## config.mk

```make
export PLATFORM = sky130hd
export DESIGN_NAME = crtbp_sq
export DESIGN_NICKNAME = d
export VERILOG_FILES = /design/src/crtbp_pkg.sv /design/src/crtbp_sq.sv
export SDC_FILE = /design/constraint.sdc
export NUM_CORES = 2
export LEC_CHECK = 0
export BUFFER_PORTS_ARGS = -buffer_cell sky130_fd_sc_hd__buf_2
export CAP_MARGIN = 20
export CORE_UTILIZATION = 60
export CTS_CLUSTER_DIAMETER = 50
export DETAILED_ROUTE_END_ITERATION = 8
export GPL_ROUTABILITY_DRIVEN = 0
export HOLD_SLACK_MARGIN = 0.12
export PLACE_DENSITY = 0.8
export SKIP_CTS_REPAIR_TIMING = 1
export SLEW_MARGIN = 20
export SYNTH_ARGS = -nofsm -noshare
export SYNTH_HDL_FRONTEND = slang
export SYNTH_SLANG_ARGS = --single-unit
```

## constraint.sdc

```tcl
create_clock -name clk -period 7 [get_ports clk]
set_input_delay 0.7 -clock clk [delete_from_list [all_inputs] [get_ports clk]]
set_output_delay 0.7 -clock clk [all_outputs]
set_load 0.01 [all_outputs]
```

## src/crtbp_pkg.sv

```systemverilog
// ----------------------------------------------------------------------------
// crtbp_pkg
// Widths, pipeline timing, shared types and helpers for the three-body
// state derivative pipeline.
// ----------------------------------------------------------------------------
package crtbp_pkg;

  localparam int QW  = 48;        // Q8.40 state word
  localparam int DW  = 50;        // signed offset from a primary
  localparam int MW  = 49;        // magnitude of an offset
  localparam int SW  = 99;        // sum of squares, Q19.80
  localparam int EW  = 100;       // root residual
  localparam int RW  = 49;        // root bits
  localparam int CW  = 107;       // distance cube, Q28.79
  localparam int KW  = 41;        // coefficient, Q0.40 plus one
  localparam int UW  = 40;        // mass ratio register
  localparam int NW  = 89;        // coefficient times magnitude
  localparam int QB  = 51;        // quotient bits kept
  localparam int LW  = 25;        // multiplier limb
  localparam int TW  = 53;        // acceleration sum
  localparam int NTERM = 6;

  localparam int CUBE_SHIFT = 41;
  localparam int NUM_SHIFT  = 39;

  localparam logic [UW-1:0] MU_RESET = 40'd3301833;
  localparam logic [KW-1:0] ONE_Q40  = {1'b1, {(KW-1){1'b0}}};
  localparam logic [QB-1:0] TERM_LIMIT = {1'b1, {(QB-1){1'b0}}};

  localparam logic signed [TW-1:0] ACC_HI =
    signed'({{(TW-QW+1){1'b0}}, {(QW-1){1'b1}}});
  localparam logic signed [TW-1:0] ACC_LO =
    signed'({{(TW-QW+1){1'b1}}, {(QW-1){1'b0}}});

  // module latencies
  localparam int LAT_SQ   = 2;
  localparam int LAT_NUM  = 2;
  localparam int LAT_CMUL = 3;
  localparam int LAT_DIST = RW + LAT_CMUL;
  localparam int LAT_DIV  = QB + 1;

  // pipeline stage numbers, input register is stage 0
  localparam int ST_MAG     = 1;
  localparam int ST_NUM_OUT = ST_MAG + LAT_NUM;
  localparam int ST_SUM     = ST_MAG + LAT_SQ + 1;
  localparam int ST_DIV_IN  = ST_SUM + LAT_DIST;
  localparam int ST_DIV_OUT = ST_DIV_IN + LAT_DIV;
  localparam int ST_OUT     = ST_DIV_OUT + 1;
  localparam int NUM_DLY    = ST_DIV_IN - ST_NUM_OUT;

  typedef struct packed {
    logic signed [QW-1:0] x;
    logic signed [QW-1:0] y;
    logic signed [QW-1:0] vx;
    logic signed [QW-1:0] vy;
    logic signed [QW-1:0] vz;
    logic sd1;
    logic sd2;
    logic sy;
    logic sz;
  } side_t;

  typedef struct packed {
    logic [QB-1:0] q;
    logic          clip;
    logic          dz;
  } divres_t;

  function automatic logic signed [TW-1:0] term(input logic [QB-1:0] q, input logic neg);
    logic signed [TW-1:0] m;
    m = signed'(TW'(q));
    return neg ? -m : m;
  endfunction

  // {clipped, value}
  function automatic logic [QW:0] sat_acc(input logic signed [TW-1:0] v);
    logic [QW:0] r;
    if (v > ACC_HI) begin
      r = {1'b1, 1'b0, {(QW-1){1'b1}}};
    end else if (v < ACC_LO) begin
      r = {1'b1, 1'b1, {(QW-1){1'b0}}};
    end else begin
      r = {1'b0, v[QW-1:0]};
    end
    return r;
  endfunction

endpackage

```

## src/crtbp_sq.sv

```systemverilog
// ----------------------------------------------------------------------------
// crtbp_sq
// Two-stage squarer of an offset magnitude, split into a 25-bit low limb and a 24-bit high limb.
// ----------------------------------------------------------------------------
module crtbp_sq import crtbp_pkg::*; (
  input  logic              clk,
  input  logic              en,
  input  logic [MW-1:0]     a,
  output logic [2*MW-1:0]   sq
);

  logic [LW-1:0]          a0;
  logic [MW-LW-1:0]       a1;
  logic [2*LW-1:0]        p00;
  logic [MW-1:0]          p01;
  logic [2*(MW-LW)-1:0]   p11;

  assign a0 = a[LW-1:0];
  assign a1 = a[MW-1:LW];

  always_ff @(posedge clk) begin
    if (en) begin
      p00 <= a0 * a0;
      p01 <= a1 * a0;
      p11 <= a1 * a1;
      sq  <= {p11, {(2*LW){1'b0}}} + ((2*MW)'(p01) << (LW+1)) + (2*MW)'(p00);
    end
  end

endmodule

```

# Word level (Yosys, flattened, before mapping)
# Cells that the tools add are included.
[word_totals]
ff_bits = 245
[op_classes]
addsub = 2
mul = 3
[ops]
columns = ["cell", "count"]
rows = [
  ["98-bit by 50-bit adder with 98-bit output", 1],
  ["98-bit by 75-bit adder with 98-bit output", 1],
  ["25-bit by 25-bit multiplier with 50-bit output", 1],
  ["24-bit by 25-bit multiplier with 49-bit output", 1],
  ["24-bit by 24-bit multiplier with 48-bit output", 1],
]

# Logic depth before layout (Yosys ltp)
[depth]
ltp_word = 2
mapped_depth = 30

# Least setup slack after synthesis
# No wires, ideal clock.
[synth_timing]
path_type = "input to register"
startpoint = "in a[46]"
endpoint = "reg p11[46] (data pin)"
setup_ns = 0.207
t_arrival_ns = 7.422
t_required_ns = 6.793
slack_ns = -0.629
path_stages = 28
n_path_buf = 4
path_cell_list = "clkbuf_1 clkbuf_1 clkbuf_1 nand2_1 fa_1 inv_1 fa_1 inv_1 fa_1 fa_1 inv_1 fa_1 fa_1 inv_1 fa_1 inv_1 ha_1 clkbuf_1 a21o_1 a21o_1 a21oi_1 o21a_1 o21ai_0 a2111o_1 a31oi_1 o21ai_1 mux2i_1 a2111oi_0"
[synth_between]
elab_chain_cells = 1
[synth_lines]
columns = ["element", "line_no", "rtl"]
rows = [
  ["start: declaration", "crtbp_sq.sv:8", "input logic [MW-1:0] a,"],
  ["24-bit by 24-bit multiplier with 48-bit output", "crtbp_sq.sv:25", "p11 <= a1 * a1;"],
  ["end signal: assignment", "crtbp_sq.sv:25", ""],
  ["end: declaration", "crtbp_sq.sv:16", "logic [2*(MW-LW)-1:0] p11;"],
]
# No other way between the ends.
# A chain may end at the register's enable or synchronous reset.

# Worst setup path after layout
[layout_timing]
startpoint = "in a[10]"
endpoint = "reg p00[29] (data pin)"
[layout_between]
elab_chain_cells = 1
[layout_lines]
columns = ["element", "line_no", "rtl"]
rows = [
  ["25-bit by 25-bit multiplier with 50-bit output", "crtbp_sq.sv:23", "p00 <= a0 * a0;"],
  ["end signal: assignment", "crtbp_sq.sv:23", ""],
  ["end: declaration", "crtbp_sq.sv:14", "logic [2*LW-1:0] p00;"],
]
# No other way between the ends.

==> impl_metrics.toml <==
[final_layout]
post-route-util_pct = 70.8
synthToLayoutAreaGrowth_pct = 16.9
nNetsFinal = 9502
final_cell_mix = "1,789 x inv_1, 1,365 x fa_1, 727 x buf_4, 706 x nand2_1, 567 x ha_1"
drive_above_1_share_pct = 17.0
layout_commonest_cell = "inv_1"

[job]
max_cap_violations = 0

[route]
num_vias = 49582
dr.first_iter.drc_count = 4008
via_per_inst = 5.58
dr.pass1.iters = 8
drtAntennaViolNets = 0
wl_per_cell_um = 19.9
drc = 20
drt-total-wl_mm = 177

[outcome]
violations = "design-rule violations"
status = "finished, violations left"

[sta]
rsz0062_at_grt = "true"
tightest_slew_ps = 918
maxSlewHeadroom_pct = 38.8
clock.fmax_mhz = 143
fin_worst_skew_ps = 28.6
period_needed_ps = 6980
finalHoldViolCount = 0
slew_violations = 0
finalCritPeriodShare_pct = 99.7
final-setup-viol-count = 0
worst_slack_ps = 20.3

[grt]
use_met2_pct = 54.1
grt_util_met1_pct = 40.5
grt_max_degree = 133
antenna_found_initial = 10
grt_pass1_wl_mm = 277
busiest_layer = "met2"
track_usage_pct = 32.9
met3_usage_pct = 8.37
grt_pass1_vias = 54005
overflow = 0

[cts]
h-tree-depth = 2
cts_sinks = 242
clk_pin_slew_ps = 60
cts_root_buf = "clkbuf_16"
cts_tree = "done"
insertion_delay_ps = 600
clock_path_buffers = 3
numCtsBuffers = 34

[synth]
synthesis.area_sq_um = 64000
yosys_warnings = 0
synth_edf_count = 242
avgSynthCellArea_sq_um = 9.47
ys_types = 84
synth.area.top_cells = "fa_1 44%, ha_1 12%, edfxtp_1 11%"
synth_cells = 6755
yosysTopAreaCellShare_pct = 43.6
synthArstFlopShare_pct = 0
seq_area_frac_synth_pct = 11.4
synthFlopType = "edfxtp_1"
synth_area_leader_cell = "fa_1"
ys_seq_elements = 242
synth_fp_nets = 8789

[setup_path]
crit_fanout = 11
r2r_start = "p00[47]"
crit_arrival_ps = 7330
endpoint_kind = "flop"
cp-start-kind = "primary input"
worstPathRequired_ps = 7350
reg2reg_slack_ps = 2550
crit_type = "primary input to flop"
rr_endpoint = "sq[81]"
reg2regPathDepth = 11

[floorplan]
ios = 149
fp.dieW_um = 329
die_area_sq_um = 108000
fp.coreArea_sq_um = 106000
row_count = 119
die_y_um = 329
start_util_pct = 60.6

[worst_hold_path]
hold_class = "flop to flop"
hold_end = "sq[18]"
min_from = "p00[18]"
min_path_cells = 0

[placement]
port_buffers = 147
hpwl_mm = 143
place_ws_ps = -902
==> per-stage QoR <==
| step | hold WS (ps) | TNS (ps) | instance area (sq um) | instances |
|---|---|---|---|---|
| 4_1_cts | 412 | -4520 | 73100 | 8841 |
| 3_3_place_gp | 403 | -30490 | 72000 | 8781 |
| 6_report | 412 | 0 | 74800 | 8885 |
| 5_1_grt | 423 | -1680 | 74800 | 8885 |
| 2_1_floorplan | 400 | -68.5 | 65200 | 6755 |
| 3_5_place_dp | 405 | -39120 | 72000 | 8781 |
==> worst max path at each step <==
| stage | cells after the start | slack, ps | to | start |
|---|---|---|---|---|
| 2_1_floorplan | 28 | -40 | p11[46] | a[46] |
| 3_3_place_gp | 28 | -800 | p00[38] | a[11] |
| 3_5_place_dp | 27 | -900 | p01[45] | a[27] |
| 4_1_cts | 27 | -270 | p01[45] | a[27] |
| 5_1_grt | 26 | -150 | p11[46] | a[45] |
| 6_report | 27 | 20 | p00[29] | a[10] |
==> metal layers <==
layer / routed length (um) / vias to the layer above
met5: 93 / -
met1: 62700 / 24753
met2: 84400 / 2612
met3: 18800 / 728
met4: 10800 / 12
li1: - / 21477
==> critical path: stages <==
cell,delay (ps)
buf_2,160
buf_4,220
buf_6,200
and2_1,180
fa_2,460
fa_1,490
inv_1,60
fa_1,530
inv_1,60
fa_1,470
ha_1,300
fa_1,490
inv_1,50
fa_1,500
inv_1,50
ha_1,310
buf_4,180
nand2_1,170
nor2_1,110
a311oi_2,350
o41ai_2,180
a21boi_1,240
nor3_1,100
nor2_1,210
o21ai_0,160
xor2_1,190
buf_4,180
==> cell families (layout without fill, tap and decap cells) <==
family,after synthesis,in the layout,synth area share [%]
mux,6,6,0.0978
compound gates,560,560,5.85
flops,242,242,11.4
other cells,1,3,0.00586
buf+inv,2114,2851,12.4
fa+ha+maj,1983,1983,55.1
simple gates,1626,1626,12.1
xor+xnor,223,223,3.05
==> layout make-up <==
| cell class | count | area (sq um) |
|---|---|---|
| antenna | 2 | 5.00 |
| clock buffer | 36 | 880 |
| clock inverter | 24 | 253 |
| fill | 6853 | 30800 |
| inverter | 1831 | 6880 |
| multi-input combinational | 4399 | 49800 |
| sequential | 242 | 7270 |
| tap | 1391 | 1740 |
| timing repair buffer | 960 | 7940 |
==> state kept, by name, summed over array words and instances, names as in the netlist <==
name / count
p00: 49
p01: 49
p11: 47
sq: 97
==> cells in the mapped netlist (4+ instances only) <==
library cell and n:
and3_1 14, a31o_2 7, nand3_1 43, xor2_1 78
xnor2_1 145, inv_2 7, o21ai_0 69, o21bai_1 18
a211oi_1 13, a21o_1 130, a211o_1 5, nor2_1 219
edfxtp_1 242, fa_1 1393, nor2b_1 29, nand4_1 42
a31oi_1 12, or2_2 7, nand2_1 735, and2_1 474
clkbuf_1 272, nor3_1 28, and4_1 4, ha_1 590
a21oi_1 184, o21ai_1 18, o21a_1 12, a21boi_0 5
o31ai_1 11, a41oi_1 8, o41ai_1 4, o211ai_1 9
buf_2 4, inv_1 1821, mux2i_1 4, nand2b_1 15
buf_1 6
Power is not shown: default switching activity piles up to over one toggle a cycle in this logic, so the estimate is an artifact.
